--- src/rtl/snea_pkg.sv ---
// ----------------------------------------------------------------------------
// snea_pkg
// shared types and codes of the sparse normal-equation accumulator
// ----------------------------------------------------------------------------
package snea_pkg;

  localparam int unsigned CellW  = 12;
  localparam int unsigned WeightW = 16;
  localparam int unsigned ValW   = 48;
  localparam int unsigned CountW = 17;
  localparam int unsigned InitDiag = 268;

  typedef enum logic [1:0] {
    OP_ELEM    = 2'd0,
    OP_RD_GRAD = 2'd1,
    OP_RD_MAT  = 2'd2,
    OP_NONE    = 2'd3
  } op_e;

  typedef enum logic [1:0] {
    ST_OK     = 2'd0,
    ST_FULL   = 2'd1,
    ST_LONG   = 2'd2,
    ST_ABSENT = 2'd3
  } status_e;

  typedef enum logic [4:0] {
    CMD_NONE,
    CMD_CLEAR,
    CMD_TAKE,
    CMD_DECODE,
    CMD_GR_RD,
    CMD_GR_RES,
    CMD_M_CS0,
    CMD_CS_LO,
    CMD_CS_HI,
    CMD_SRCH,
    CMD_CMP_ACC,
    CMD_CMP_RD,
    CMD_ABSENT,
    CMD_G_CHK,
    CMD_BUF_RD_I,
    CMD_G_MUL,
    CMD_G_WR,
    CMD_P_RDJ,
    CMD_P_CS0,
    CMD_INS_START,
    CMD_SH_RD,
    CMD_SH_WR,
    CMD_INS_WR,
    CMD_C_RD,
    CMD_C_WR,
    CMD_P_NEXT,
    CMD_FINISH,
    CMD_RESP
  } cmd_e;

  typedef struct packed {
    cmd_e cmd;
  } ctrl_t;

  typedef struct packed {
    op_e  op;
    logic in_range;
    logic room;
    logic last;
    logic i_eq_len;
    logic k_lt_hi;
    logic er_lt;
    logic er_eq;
    logic store_full;
    logic p_gt_k;
    logic c_done;
    logic clr_done;
    logic out_free;
  } status_t;

endpackage

--- src/rtl/snea_ctrl.sv ---
// ----------------------------------------------------------------------------
// snea_ctrl
// sequencer for requests, row updates, sorted insertion and matrix reads
// ----------------------------------------------------------------------------
module snea_ctrl (
  input  logic              clk_i,
  input  logic              rst_ni,
  input  logic              s_tvalid_i,
  output logic              s_tready_o,
  input  snea_pkg::status_t sts_i,
  output snea_pkg::ctrl_t   ctrl_o
);

  typedef enum logic [33:0] {
    S_CLEAR   = 34'h000000001,
    S_IDLE    = 34'h000000002,
    S_DECODE  = 34'h000000004,
    S_GR_RD   = 34'h000000008,
    S_GR_RES  = 34'h000000010,
    S_M_CS0   = 34'h000000020,
    S_M_LO    = 34'h000000040,
    S_M_HI    = 34'h000000080,
    S_M_SRCH  = 34'h000000100,
    S_M_CMP   = 34'h000000200,
    S_M_FAIL  = 34'h000000400,
    S_G_CHK   = 34'h000000800,
    S_G_RD    = 34'h000001000,
    S_G_MUL   = 34'h000002000,
    S_G_WR    = 34'h000004000,
    S_P_CHK   = 34'h000008000,
    S_P_RDI   = 34'h000010000,
    S_P_RDJ   = 34'h000020000,
    S_P_CS0   = 34'h000040000,
    S_P_LO    = 34'h000080000,
    S_P_HI    = 34'h000100000,
    S_P_SRCH  = 34'h000200000,
    S_P_CMP   = 34'h000400000,
    S_P_INS   = 34'h000800000,
    S_SH_CHK  = 34'h001000000,
    S_SH_RD   = 34'h002000000,
    S_SH_WR   = 34'h004000000,
    S_INS_WR  = 34'h008000000,
    S_C_CHK   = 34'h010000000,
    S_C_RD    = 34'h020000000,
    S_C_WR    = 34'h040000000,
    S_P_NEXT  = 34'h080000000,
    S_FINISH  = 34'h100000000,
    S_RESP    = 34'h200000000
  } state_e;

  state_e state_q, state_d;
  snea_pkg::cmd_e cmd;

  assign s_tready_o = (state_q == S_IDLE);
  assign ctrl_o.cmd = cmd;

  always_comb begin
    state_d = state_q;
    cmd     = snea_pkg::CMD_NONE;
    unique case (state_q)
      S_CLEAR: begin
        cmd = snea_pkg::CMD_CLEAR;
        if (sts_i.clr_done) state_d = S_IDLE;
      end
      S_IDLE: begin
        if (s_tvalid_i) begin
          cmd     = snea_pkg::CMD_TAKE;
          state_d = S_DECODE;
        end
      end
      S_DECODE: begin
        cmd = snea_pkg::CMD_DECODE;
        unique case (sts_i.op)
          snea_pkg::OP_ELEM: begin
            if (sts_i.last) state_d = S_G_CHK;
            else if (sts_i.in_range && !sts_i.room) state_d = S_RESP;
            else state_d = S_IDLE;
          end
          snea_pkg::OP_RD_GRAD: state_d = sts_i.in_range ? S_GR_RD : S_M_FAIL;
          snea_pkg::OP_RD_MAT:  state_d = sts_i.in_range ? S_M_CS0 : S_M_FAIL;
          default:              state_d = S_IDLE;
        endcase
      end
      S_GR_RD: begin
        cmd     = snea_pkg::CMD_GR_RD;
        state_d = S_GR_RES;
      end
      S_GR_RES: begin
        cmd     = snea_pkg::CMD_GR_RES;
        state_d = S_RESP;
      end
      S_M_CS0: begin
        cmd     = snea_pkg::CMD_M_CS0;
        state_d = S_M_LO;
      end
      S_M_LO: begin
        cmd     = snea_pkg::CMD_CS_LO;
        state_d = S_M_HI;
      end
      S_M_HI: begin
        cmd     = snea_pkg::CMD_CS_HI;
        state_d = S_M_SRCH;
      end
      S_M_SRCH: begin
        cmd     = snea_pkg::CMD_SRCH;
        state_d = sts_i.k_lt_hi ? S_M_CMP : S_M_FAIL;
      end
      S_M_CMP: begin
        cmd     = snea_pkg::CMD_CMP_RD;
        state_d = sts_i.er_eq ? S_RESP : S_M_SRCH;
      end
      S_M_FAIL: begin
        cmd     = snea_pkg::CMD_ABSENT;
        state_d = S_RESP;
      end
      S_G_CHK: begin
        cmd     = snea_pkg::CMD_G_CHK;
        state_d = sts_i.i_eq_len ? S_P_CHK : S_G_RD;
      end
      S_G_RD: begin
        cmd     = snea_pkg::CMD_BUF_RD_I;
        state_d = S_G_MUL;
      end
      S_G_MUL: begin
        cmd     = snea_pkg::CMD_G_MUL;
        state_d = S_G_WR;
      end
      S_G_WR: begin
        cmd     = snea_pkg::CMD_G_WR;
        state_d = S_G_CHK;
      end
      S_P_CHK: begin
        state_d = sts_i.i_eq_len ? S_FINISH : S_P_RDI;
      end
      S_P_RDI: begin
        cmd     = snea_pkg::CMD_BUF_RD_I;
        state_d = S_P_RDJ;
      end
      S_P_RDJ: begin
        cmd     = snea_pkg::CMD_P_RDJ;
        state_d = S_P_CS0;
      end
      S_P_CS0: begin
        cmd     = snea_pkg::CMD_P_CS0;
        state_d = S_P_LO;
      end
      S_P_LO: begin
        cmd     = snea_pkg::CMD_CS_LO;
        state_d = S_P_HI;
      end
      S_P_HI: begin
        cmd     = snea_pkg::CMD_CS_HI;
        state_d = S_P_SRCH;
      end
      S_P_SRCH: begin
        cmd     = snea_pkg::CMD_SRCH;
        state_d = sts_i.k_lt_hi ? S_P_CMP : S_P_INS;
      end
      S_P_CMP: begin
        cmd = snea_pkg::CMD_CMP_ACC;
        if (sts_i.er_eq) state_d = S_P_NEXT;
        else if (sts_i.er_lt) state_d = S_P_SRCH;
        else state_d = S_P_INS;
      end
      S_P_INS: begin
        cmd     = snea_pkg::CMD_INS_START;
        state_d = sts_i.store_full ? S_P_NEXT : S_SH_CHK;
      end
      S_SH_CHK: begin
        state_d = sts_i.p_gt_k ? S_SH_RD : S_INS_WR;
      end
      S_SH_RD: begin
        cmd     = snea_pkg::CMD_SH_RD;
        state_d = S_SH_WR;
      end
      S_SH_WR: begin
        cmd     = snea_pkg::CMD_SH_WR;
        state_d = S_SH_CHK;
      end
      S_INS_WR: begin
        cmd     = snea_pkg::CMD_INS_WR;
        state_d = S_C_CHK;
      end
      S_C_CHK: begin
        state_d = sts_i.c_done ? S_P_NEXT : S_C_RD;
      end
      S_C_RD: begin
        cmd     = snea_pkg::CMD_C_RD;
        state_d = S_C_WR;
      end
      S_C_WR: begin
        cmd     = snea_pkg::CMD_C_WR;
        state_d = S_C_CHK;
      end
      S_P_NEXT: begin
        cmd     = snea_pkg::CMD_P_NEXT;
        state_d = S_P_CHK;
      end
      S_FINISH: begin
        cmd     = snea_pkg::CMD_FINISH;
        state_d = S_RESP;
      end
      S_RESP: begin
        cmd = snea_pkg::CMD_RESP;
        if (sts_i.out_free) state_d = S_IDLE;
      end
      default: state_d = S_CLEAR;
    endcase
  end

  always_ff @(posedge clk_i or negedge rst_ni) begin
    if (!rst_ni) begin
      state_q <= S_CLEAR;
    end else begin
      state_q <= state_d;
    end
  end

endmodule

--- config.mk ---
export PLATFORM = sky130hd
export DESIGN_NAME = snea_ctrl
export DESIGN_NICKNAME = d
export VERILOG_FILES = /design/src/rtl/snea_pkg.sv /design/src/rtl/snea_ctrl.sv
export SDC_FILE = /design/constraint.sdc
export NUM_CORES = 1
export LEC_CHECK = 0
export ABC_AREA = 1
export BUFFER_PORTS_ARGS = -buffer_cell sky130_fd_sc_hd__buf_2
export CORE_ASPECT_RATIO = 1.5
export CORE_UTILIZATION = 54
export CTS_CLUSTER_SIZE = 10
export DETAILED_ROUTE_END_ITERATION = 16
export HOLD_SLACK_MARGIN = 0.1
export PLACE_DENSITY_LB_ADDON = 0.25
export REMOVE_ABC_BUFFERS = 1
export SETUP_SLACK_MARGIN = 0.4
export SYNTH_ARGS = -nofsm -noshare
export SYNTH_HDL_FRONTEND = slang
export SYNTH_SLANG_ARGS = --single-unit
--- constraint.sdc ---
create_clock -name clk_i -period 1.8 [get_ports clk_i]
set_clock_uncertainty 0.05 [all_clocks]
set_input_delay 0.27 -clock clk_i [delete_from_list [all_inputs] [get_ports clk_i]]
set_output_delay 0.27 -clock clk_i [all_outputs]
set_load 0.02 [all_outputs]
==> results of run 1 <==
## through the flow
| step | setup WS (ns) | cells |
|---|---|---|
| after floorplan | -0.155 | 342 |
| after global placement | -0.273 | 492 |
| after detailed placement | -0.273 | 492 |
| after CTS | -0.543 | 519 |
## repair_timing
item / in CTS
cloned: 1
hold buffers: 4
buffers inserted: 14
endpoints found under the setup margin: 39
pin swaps: 24
hold endpoints to repair: 36
gates resized for setup: 60
## metal layers
metal / overflow / GRT usage
met1: 7 / 0.896
met2: 360 / 1.35
met3: 2 / 0.595
met4: 99 / 1.10
met5: 0 / 0.0989
## cell families after synthesis
kind of cell | count (synthesis)
fa+ha+maj | 4
simple gates | 229
compound gates | 18
buf+inv | 58
flops | 34
==> metrics.md, run 1 <==
| Metric | Value |
|---|---|
| Status | stopped before the end |
| Exit stage | global routing |
| First Err | [ERROR GRT-0232] Routing congestion too high. Check the congestion heatmap in the GUI. |
| Post-synth cell types | 33 |
| Clock sink count | 34 |
| Largest net degree at the start of global routing | 35 |
| Placed cell areas | 3240 sq um |
| Worst EP Category | top-level output |
| XOR/XNOR Fraction of Synth Area | 0 |
| Largest family of logic cells by synthesized area | simple AND/OR/NAND/NOR gates |
| Post-synthesis compound-gate area fraction | 0.0433 |
| Clock root buffer | clkbuf_8 |
| I/O pin count | 23 |
| Worst_ep grt | ctrl_o[0] |
| I/O Buffers | 22 |
| Simple-gate share of the synthesized area | 0.494 |
| H-Tree Depth | 2 |
| Synth top area cells | dfrtp_1 34%, nor2_1 11%, nand2_1 10% |
| Synth warn | 0 |
| Mapped Cells | 343 |
| Post-synthesis mux area share | 0 |
| Rows | 29 |
| Width of the die | 56.8 microns |
| Dominant cell type by area after synthesis | dfrtp_1 |
| Cts bufs inserted | 5 |
| Synth Area per Inst | 7.08 sq um |
| Synth Cell Area | 2430 sq um |
| FF+latch count, synth | 34 |
| Fraction of the mapped netlist area in adder cells | 0.0206 |
| Count leader, synth | nor2_1 |
| Final GP Congestion | 1.03 |
| GRT Total Usage | 0.976 |
| Die span in y | 84.1 microns |
| Post-DP HPWL | 5.55 mm |
| Total grt overflow | 468 |
| Commonest cells post-synth | 69 x nor2_1, 65 x nand2_1, 50 x inv_1, 33 x dfrtp_1, 23 x nand3_1 |
| Top FF cell, synth | dfrtp_1 |
| Synth async-reset ratio | 1.00 |
| Post-synth EDFFs | 0 |
| Post-synthesis sequential area ratio | 0.351 |
| Clk buf depth | 2 |
| Synth top area share | 0.340 |
| Starting Density | 0.567 |
==> run 2: changes to the inputs <==
==> config.mk (replaced) <==
export PLATFORM = sky130hd
export DESIGN_NAME = snea_ctrl
export DESIGN_NICKNAME = d
export VERILOG_FILES = /design/src/rtl/snea_pkg.sv /design/src/rtl/snea_ctrl.sv
export SDC_FILE = /design/constraint.sdc
export NUM_CORES = 1
export LEC_CHECK = 0
export ABC_AREA = 1
export BUFFER_PORTS_ARGS = -buffer_cell sky130_fd_sc_hd__buf_2
export CORE_UTILIZATION = 40
export DETAILED_ROUTE_END_ITERATION = 16
export PLACE_DENSITY_LB_ADDON = 0.15
export REMOVE_ABC_BUFFERS = 1
export SYNTH_ARGS = -nofsm -noshare
export SYNTH_HDL_FRONTEND = slang
export SYNTH_SLANG_ARGS = --single-unit
==> constraint.sdc (replaced) <==
create_clock -name clk_i -period 2.3 [get_ports clk_i]
set_clock_uncertainty 0.05 [all_clocks]
set_input_delay 0.345 -clock clk_i [delete_from_list [all_inputs] [get_ports clk_i]]
set_output_delay 0.345 -clock clk_i [all_outputs]
set_load 0.02 [all_outputs]
==> metrics.md, run 2 <==
| Metric | Value |
|---|---|
| Status | finished, violations left |
| Failing checks | negative setup slack |
| Met2 wire len | 3.47 mm |
| Net Switching | 0.000731 W |
| Total Wirelength | 7.11 mm |
| Max Clk Rate | 393 MHz |
| Clk buf depth | 2 |
| Layout cell share with drive strength beyond 1 | 0.359 |
| Largest Register | state_q |
| Clock sink count | 34 |
| Synth top area share | 0.340 |
| Floorplan core area | 5890 sq um |
| Met1 wire length | 3.04 mm |
| Commonest non-fill, non-tap cells in the layout | 61 x nor2_1, 57 x nand2_1, 48 x inv_1 |
| DRC | 0 |
| Synth Cell Area | 2430 sq um |
| Static Leak | 1.81 nW |
| TritonCTS clock tree | built |
| DRT iter0 DRCs | 170 |
| Reg2Reg Depth | 13 |
| Starting Density | 0.413 |
| Final GP Congestion | 0.931 |
| Largest net degree at the start of global routing | 35 |
| Die span in y | 79.9 microns |
| Power per standard cell area | 591 nW/um^2 |
| Top FF cell, synth | dfrtp_1 |
| Dominant cell type by area after synthesis | dfrtp_1 |
| Worst Setup End Kind | output pin |
| Final Slew Violations | 0 |
| Synth warn | 0 |
| Post-synthesis sequential area ratio | 0.351 |
| Critical path data required time | 1.90 ns |
| Clock root buffer | clkbuf_8 |
| Count leader, synth | nor2_1 |
| Total grt overflow | 0 |
| Setup-failing EPs final | 5 |
| Crit path time final | 2.54 ns |
| Commonest cells post-synth | 69 x nor2_1, 65 x nand2_1, 50 x inv_1, 33 x dfrtp_1, 23 x nand3_1 |
| Post-route cell area | 3210 sq um |
| R2r startpoint | state_q[19] |
| H-Tree Depth | 2 |
| Synth Area per Inst | 7.08 sq um |
| Synth top area cells | dfrtp_1 34%, nor2_1 11%, nand2_1 10% |
| Min-Delay Path Class | in2async |
| Max cap viols | 0 |
| Mapped Cells | 343 |
| Hold_ws | 0.0774 ns |
| Post-synth EDFFs | 0 |
| Critical path data arrival time | 2.15 ns |
| Most common cell after layout, fill and taps aside | nor2_1 |
| Fin. Hold Viols | 0 |
| Register share of total power | 0.341 |
| Tightest Pin Transition | 0.770 ns |
| I/O pin count | 23 |
| Initial antenna violation count | 0 |
| Post-DP HPWL | 5.23 mm |
| Placed cell areas | 2690 sq um |
| Max reg flops | 34 |
| Top routing layer used | met4 |
| DR vias/cell | 5.01 |
| Worst slew margin | 0.487 |
| Post-synth cell types | 33 |
| Clk slew on worst S/H paths | 0.07 ns |
| Reg2reg setup slack | 0.10 ns |
| WL per Instance | 14.4 microns |
| Width of the die | 79.9 microns |
| NumNets Final | 440 |
| First-pass GRT wire length | 11.4 mm |
| Synth async-reset ratio | 1.00 |
| Net Sw Frac | 0.386 |
| Vias in the first global route | 2380 |
| Cts bufs inserted | 5 |
| GRT Total Usage | 0.240 |
| Setup slack after layout | -0.244 ns |
| First-pass DRT Iterations | 5 |
| Wire length on met3 | 393 microns |
| Post-route insts no fill | 493 |
| Worst-path fanout max | 7 |
| Rows | 28 |
| Worst setup path category | reg2out |
| # hold bufs at CTS | 0 |
| Power share of the combinational group | 0.427 |
| RSZ-0062 raised after global routing | true |
| Largest regs | state_q: 34 flops |
| Die area | 6390 sq um |
| Area grow syn2layout | 32.1% |
| Internal power | 0.00116 W |
| Crit share post-route | 1.11 |
| R2r endpoint | state_q[14] |
| Worst VDD drop | 272 uV |
| Diodes inserted | 0 |
| I/O Buffers | 22 |
| FF+latch count, synth | 34 |
| Clock share of power | 0.231 |
| Dpl cells | 447 |
| Critical Path Start Type | flop |
| Worst skew pair latency | 0.29 ns |
| Vias after detailed routing | 2468 |
| ANT nets after route | 0 |
==> run 2: cell counts after synthesis <==
No cell type changed its count.
==> run 2: what timing repair did <==
item,4_1_cts,5_1_grt
buffers inserted,28,12
gates cloned,1,0
endpoints found under the hold margin,0,0
pin swaps,25,23
resized for setup,31,15
endpoints found under the setup margin,5,6
==> run 2: routing by layer <==
layer,up-vias,track usage
met5,-,0
met4,0,0.0982
met3,20,0.0446
met2,88,0.406
met1,1132,0.298
li1,1228,-
==> run 2: how the worst max path moves through the flow <==
stage,from,end
final,state_q[15],ctrl_o[1]
after global routing,state_q[15],ctrl_o[1]
after floorplan,state_q[20],ctrl_o[1]
after global placement,state_q[7],ctrl_o[1]
after CTS,state_q[11],ctrl_o[4]
after detailed placement,state_q[31],ctrl_o[1]
==> run 2: stage by stage <==
stage	worst slack, ns	TNS [ns]	total power (W)	util
after global routing	-0.309	-1.29	0.00201	0.545
after global placement	0.0738	0	0.00131	0.456
after detailed placement	0.0819	0	0.00132	0.456
after CTS	-0.123	-0.451	0.00187	0.523
final	-0.244	-0.982	0.00190	0.545
after floorplan	0.270	0	0.00114	-
==> run 2: layout make-up <==
cell class | instances | area (sq um)
fill | 593 | 2680
multi-input combinational | 252 | 1470
sequential | 34 | 852
timing repair buffer | 69 | 498
inverter | 57 | 216
tap | 75 | 93.8
clock buffer | 6 | 82.6
==> run 2: logic make-up after synthesis <==
kind of cell	after synthesis	synth area share
and+or+nand+nor	229	0.494
adders and majority gates	4	0.0206
buffers and inverters	58	0.0912
DFF	34	0.351
AOI/OAI and AO/OA	18	0.0433
==> run 2: worst max-delay path, stage by stage, from the launching register on <==
cell and delay (ns):
dfrtp_1 0.41, nor2_2 0.19, nand2_2 0.13, nor2_8 0.21, nand2_8 0.11, nor2_8 0.15
nand4_1 0.22, inv_2 0.12, nor4_2 0.05, nand3_1 0.11, buf_4 0.15
==> run 2: power groups by stage <==
| stage | combinational, W | clock (W) | sequential, W |
|---|---|---|---|
| floorplan | 0.000479 | 0 | 0.000657 |
| global placement | 0.000649 | 0 | 0.000660 |
| detailed placement | 0.000655 | 0 | 0.000660 |
| CTS | 0.000787 | 0.000441 | 0.000647 |
| global route | 0.000882 | 0.000480 | 0.000650 |
| finish | 0.000810 | 0.000438 | 0.000647 |
No activity file was read; power rests on OpenSTA's default activity.
==> run 3: changes to the inputs <==
--- a/config.mk
+++ b/config.mk
@@ -5,7 +5,6 @@
 export SDC_FILE = /design/constraint.sdc
 export NUM_CORES = 1
 export LEC_CHECK = 0
-export ABC_AREA = 1
 export BUFFER_PORTS_ARGS = -buffer_cell sky130_fd_sc_hd__buf_2
 export CORE_UTILIZATION = 40
 export DETAILED_ROUTE_END_ITERATION = 16
==> metrics.md, run 3 <==
| Metric | Value |
|---|---|
| First-pass DRT Iterations | 4 |
| Total Wirelength | 8.27 mm |
| First-pass GRT wire length | 12.9 mm |
| Starting Density | 0.427 |
| DRT iter0 DRCs | 199 |
| Worst slew margin | 0.483 |
| Worst setup path category | reg2out |
| Worst skew pair latency | 0.29 ns |
| Static Leak | 1.87 nW |
| # hold bufs at CTS | 0 |
| I/O pin count | 23 |
| Multi-input gate area | 1640 sq um |
| Commonest cells post-synth | 33 x dfrtp_1, 26 x nor2_1, 14 x nand4_1, 13 x nand2_1 |
| Synth warn | 0 |
| Clk buf depth | 2 |
| Initial antenna violation count | 0 |
| Mapped Cells | 245 |
| Cts bufs inserted | 5 |
| Die span in y | 77.0 microns |
| DR vias/cell | 5.67 |
| Largest regs | state_q: 34 flops |
| Max reg flops | 34 |
| TritonCTS clock tree | built |
| NumNets Final | 408 |
| ANT nets after route | 0 |
| Layout cell share with drive strength beyond 1 | 0.523 |
| Synth top area cells | dfrtp_1 37%, nor2_1 4.3%, nand4_1 3.9% |
| Setup slack after layout | -0.698 ns |
| Dpl ws | -0.442 ns |
| Count leader, synth | dfrtp_1 |
| Worst VDD drop | 320 uV |
| Commonest non-fill, non-tap cells in the layout | 104 x buf_4, 33 x dfrtp_1, 24 x nor2_1 |
| Dominant cell type by area after synthesis | dfrtp_1 |
| Crit share post-route | 1.30 |
| Most common cell after layout, fill and taps aside | buf_4 |
| Rows | 26 |
| Worst-path fanout max | 3 |
| Dpl cells | 432 |
| WL per Instance | 18.1 microns |
| Max cap viols | 0 |
| H-Tree Depth | 2 |
| DRC | 0 |
| Max Clk Rate | 334 MHz |
| Status | finished, violations left |
| I/O Buffers | 22 |
| Setup TNS | -4.66 ns |
| Critical Path Start Type | flop |
| Crit path time final | 3.00 ns |
| Post-DP HPWL | 5.81 mm |
| Fin. Hold Viols | 0 |
| Storage cell area | 852 sq um |
| Min-Delay Path Class | in2async |
| Critical path data required time | 1.90 ns |
| Final core utilization | 0.723 |
| Power per standard cell area | 631 nW/um^2 |
| Top FF cell, synth | dfrtp_1 |
| Largest Register | state_q |
| Diodes inserted | 0 |
| Post-synthesis sequential area ratio | 0.379 |
| Die area | 5930 sq um |
| Clk slew on worst S/H paths | 0.07 ns |
| FF+latch count, synth | 34 |
| Clock root buffer | clkbuf_8 |
| Floorplan core area | 5270 sq um |
| Clock sink count | 34 |
| Post-route insts no fill | 458 |
| Vias after detailed routing | 2597 |
| CP Launch Point | state_q[22] |
| Synth Area per Inst | 9.18 sq um |
| Post-synth EDFFs | 0 |
| Synth top area share | 0.367 |
| Total grt overflow | 0 |
| Largest net degree at the start of global routing | 35 |
| Synth Cell Area | 2250 sq um |
| Failing checks | negative setup slack |
| Final GP Congestion | 0.948 |
| Worst Setup End Kind | output pin |
| Tightest Pin Transition | 0.775 ns |
| # fillers | 394 |
| Width of the die | 77.0 microns |
| Post-synth cell types | 56 |
| R2r startpoint | state_q[12] |
| GRT Total Usage | 0.286 |
| Synth async-reset ratio | 1.00 |
| Area grow syn2layout | 69.3% |
| Final Slew Violations | 0 |
| RSZ-0062 raised after global routing | true |
| Critical path data arrival time | 2.60 ns |
| Setup-failing EPs final | 15 |
| Vias in the first global route | 2570 |
## run 3: cell families (layout without fill, tap and decap cells)
family          count (synthesis)  after routing  synth area share
compound gates                 31             31            0.0968
simple gates                  152            152             0.443
xor+xnor                        7              7            0.0273
buf+inv                        17            160            0.0323
fa+ha+maj                       4              4            0.0222
flops                          34             34             0.379
## run 3: cell type report
cell class | count | share of cell area
clock buffers | 7 | 0.0227
clock inverters | 1 | 0.00131
inverters | 12 | 0.0118
multi-input cells | 194 | 0.431
flip-flops and latches | 34 | 0.224
well taps | 70 | 0.0230
repair buffers | 140 | 0.286
## run 3: worst max-delay path, stage by stage (launching register included)
cell     delay (ns)
dfrtp_1        0.41
nor4_4         0.31
buf_4          0.18
nand4_4        0.13
or4_4          0.53
or4b_4         0.51
nand4_1        0.09
buf_4          0.14
## run 3: what timing repair did
action | in CTS | in global routing
setup endpoints to repair | 15 | 24
setup buffers | 10 | 12
pin swaps | 16 | 24
resized for setup | 43 | 43
## run 3: metal layers
metal | routed length, microns | track usage | vias to the layer above
met2 | 3920 | 0.463 | 77
met5 | 0 | 0 | -
met1 | 3570 | 0.371 | 1263
met3 | 410 | 0.0536 | 33
li1 | - | - | 1224
met4 | 371 | 0.126 | 0
## run 3: power breakdown
group	total (W)	switching (W)	internal [W]
logic	0.00130	0.000632	0.000667
clock network	0.000461	0.000219	0.000241
registers	0.000645	0.0000169	0.000629
## run 3: path summary, 6_finish.rpt
path | to | slack (ns) | depth (start not counted)
min in group clk_i | state_q[27] | 0.16 | 2
max in group asynchronous | state_q[11] | 1.62 | 1
worst min-delay path | state_q[27] | 0.08 | 1
worst max register to register | state_q[0] | -0.25 | 11
worst max-delay path | ctrl_o[0] | -0.70 | 7
worst min register to register | state_q[26] | 0.59 | 2
## run 3: per-stage QoR
stage	total power (W)	hold WS [ns]	area [sq um]
finish	0.00240	0.0766	3810
global route	0.00253	0.149	3810
CTS	0.00222	0.103	3540
detailed placement	0.00159	0.419	3170
global placement	0.00158	0.407	3170
floorplan	0.00110	-0.000591	2220
==> run 4: changes to the inputs <==
--- a/config.mk
+++ b/config.mk
@@ -9,7 +9,6 @@
 export CORE_UTILIZATION = 40
 export DETAILED_ROUTE_END_ITERATION = 16
 export PLACE_DENSITY_LB_ADDON = 0.15
-export REMOVE_ABC_BUFFERS = 1
 export SYNTH_ARGS = -nofsm -noshare
 export SYNTH_HDL_FRONTEND = slang
 export SYNTH_SLANG_ARGS = --single-unit
==> metrics.md, run 4 (synthesized netlist as in run 3, its figures left out) <==
| Metric | Value |
|---|---|
| ANT nets after route | 0 |
| Setup-failing EPs final | 15 |
| Commonest non-fill, non-tap cells in the layout | 111 x buf_4, 33 x dfrtp_1, 24 x nor2_1 |
| Failing checks | negative setup slack |
| Crit path time final | 2.98 ns |
| R2r startpoint | state_q[0] |
| Syn Nets | 266 |
| Total Wirelength | 8.55 mm |
| Diodes inserted | 0 |
| Clock share of power | 0.180 |
| Crit share post-route | 1.30 |
| Status | finished, violations left |
| Setup slack after layout | -0.679 ns |
| Worst VDD drop | 364 uV |
| Final GP Congestion | 0.960 |
| TritonCTS clock tree | built |
| I/O Buffers | 22 |
| Fin. Hold Viols | 0 |
| Met1 wire length | 3.55 mm |
| Worst-path fanout max | 7 |
| Floorplan core area | 5270 sq um |
| Die span in y | 77.0 microns |
| Max cap viols | 0 |
| Clk buf depth | 2 |
| Critical path data arrival time | 2.58 ns |
| Rows | 26 |
| Internal power | 0.00165 W |
| Power share of the combinational group | 0.569 |
| Max reg flops | 34 |
| Net Switching | 0.000948 W |
| Reg2Reg Depth | 10 |
| Initial antenna violation count | 0 |
| Cts bufs inserted | 5 |
| WL per Instance | 18.5 microns |
| Clk slew on worst S/H paths | 0.07 ns |
| # hold bufs at CTS | 0 |
| Largest regs | state_q: 34 flops |
| Width of the die | 77.0 microns |
| Largest Register | state_q |
| Die area | 5930 sq um |
| Total grt overflow | 0 |
| Vias in the first global route | 2643 |
| Layout cell share with drive strength beyond 1 | 0.532 |
| RSZ-0062 raised after global routing | true |
| I/O pin count | 23 |
| Reg2reg setup slack | -0.41 ns |
| Critical path data required time | 1.90 ns |
| First-pass DRT Iterations | 5 |
| Post-route insts no fill | 463 |
| Power per standard cell area | 674 nW/um^2 |
| Met2 wire len | 4.18 mm |
| Worst setup path category | reg2out |
| Worst slew margin | 0.485 |
| Final Slew Violations | 0 |
| Largest net degree at the start of global routing | 35 |
| Tightest Pin Transition | 0.773 ns |
| Vias after detailed routing | 2725 |
| CP Launch Point | state_q[30] |
| DRC | 0 |
| Clock root buffer | clkbuf_8 |
| Critical Path Start Type | flop |
| Wire length on met3 | 488 microns |
| Area grow syn2layout | 71.6% |
| CP Capture Point | ctrl_o[0] |
| Worst Setup End Kind | output pin |
| R2r endpoint | state_q[0] |
| Max Clk Rate | 336 MHz |
| Top routing layer used | met4 |
| First-pass GRT wire length | 13.0 mm |
| Hold_ws | 0.0727 ns |
| Net Sw Frac | 0.364 |
| GRT Total Usage | 0.288 |
| Worst skew pair latency | 0.29 ns |
| Min-Delay Path Class | in2async |
| DR vias/cell | 5.89 |
| H-Tree Depth | 2 |
| Clock sink count | 34 |
| Post-DP HPWL | 5.96 mm |
| Register share of total power | 0.251 |
| Static Leak | 1.91 nW |
| DRT iter0 DRCs | 270 |
| Most common cell after layout, fill and taps aside | buf_4 |
| Dpl cells | 434 |
| Starting Density | 0.427 |
| NumNets Final | 413 |
## run 4: per-layer routing
layer / GRT usage / vias to the layer above
li1: - / 1239
met1: 0.370 / 1338
met2: 0.474 / 115
met3: 0.0488 / 33
met4: 0.123 / 0
met5: 0 / -
## run 4: power groups by stage
| stage | clock, W | sequential, W | combinational, W |
|---|---|---|---|
| floorplan | 0 | 0.000669 | 0.000459 |
| global placement | 0 | 0.000662 | 0.00103 |
| detailed placement | 0 | 0.000665 | 0.00104 |
| CTS | 0.000476 | 0.000654 | 0.00126 |
| global route | 0.000502 | 0.000655 | 0.00156 |
| finish | 0.000467 | 0.000654 | 0.00148 |
## run 4: layout make-up
| cell class | instances | area [sq um] |
|---|---|---|
| clock inverters | 1 | 5.00 |
| clock buffers | 7 | 86.3 |
| flip-flops and latches | 34 | 852 |
| inverters | 12 | 45.0 |
| repair buffers | 145 | 1120 |
| well taps | 70 | 87.6 |
| multi-input cells | 194 | 1660 |
| fillers | 369 | 1410 |
## run 4: worst max-delay path: stages, from the launching register on
cell and delay, ns:
dfrtp_1 0.42, nor4_4 0.35, buf_4 0.18, nand4_1 0.21
buf_4 0.22, nor3_2 0.13, buf_4 0.17, and4b_1 0.25
nor3b_1 0.10, nand4_1 0.12, buf_4 0.14
## run 4: worst min-delay path by stage
stage,from,endpoint,cells past startpoint
floorplan,rst_ni,state_q[10],0
global placement,rst_ni,state_q[26],1
detailed placement,rst_ni,state_q[26],1
CTS,rst_ni,state_q[26],1
global route,rst_ni,state_q[27],1
finish,rst_ni,state_q[26],1
## run 4: through the flow
step / power [W] / cell area, sq um / utilization / TNS (ns) / setup slack (ns)
after global placement: 0.00169 / 3260 / 0.619 / -3.11 / -0.398
after global routing: 0.00272 / 3860 / 0.732 / -5.77 / -0.742
after detailed placement: 0.00171 / 3260 / 0.619 / -3.76 / -0.427
after CTS: 0.00239 / 3620 / 0.686 / -3.58 / -0.618
after floorplan: 0.00113 / 2340 / - / -1.06 / -0.356
final: 0.00260 / 3860 / 0.732 / -4.55 / -0.679
## run 4: repair_timing
action                                 CTS  global route
setup endpoints to repair               18            20
endpoints found under the hold margin    0             0
gates cloned                             0             0
pin swaps                               16            21
setup buffers                           12            12
resized for setup                       37            36
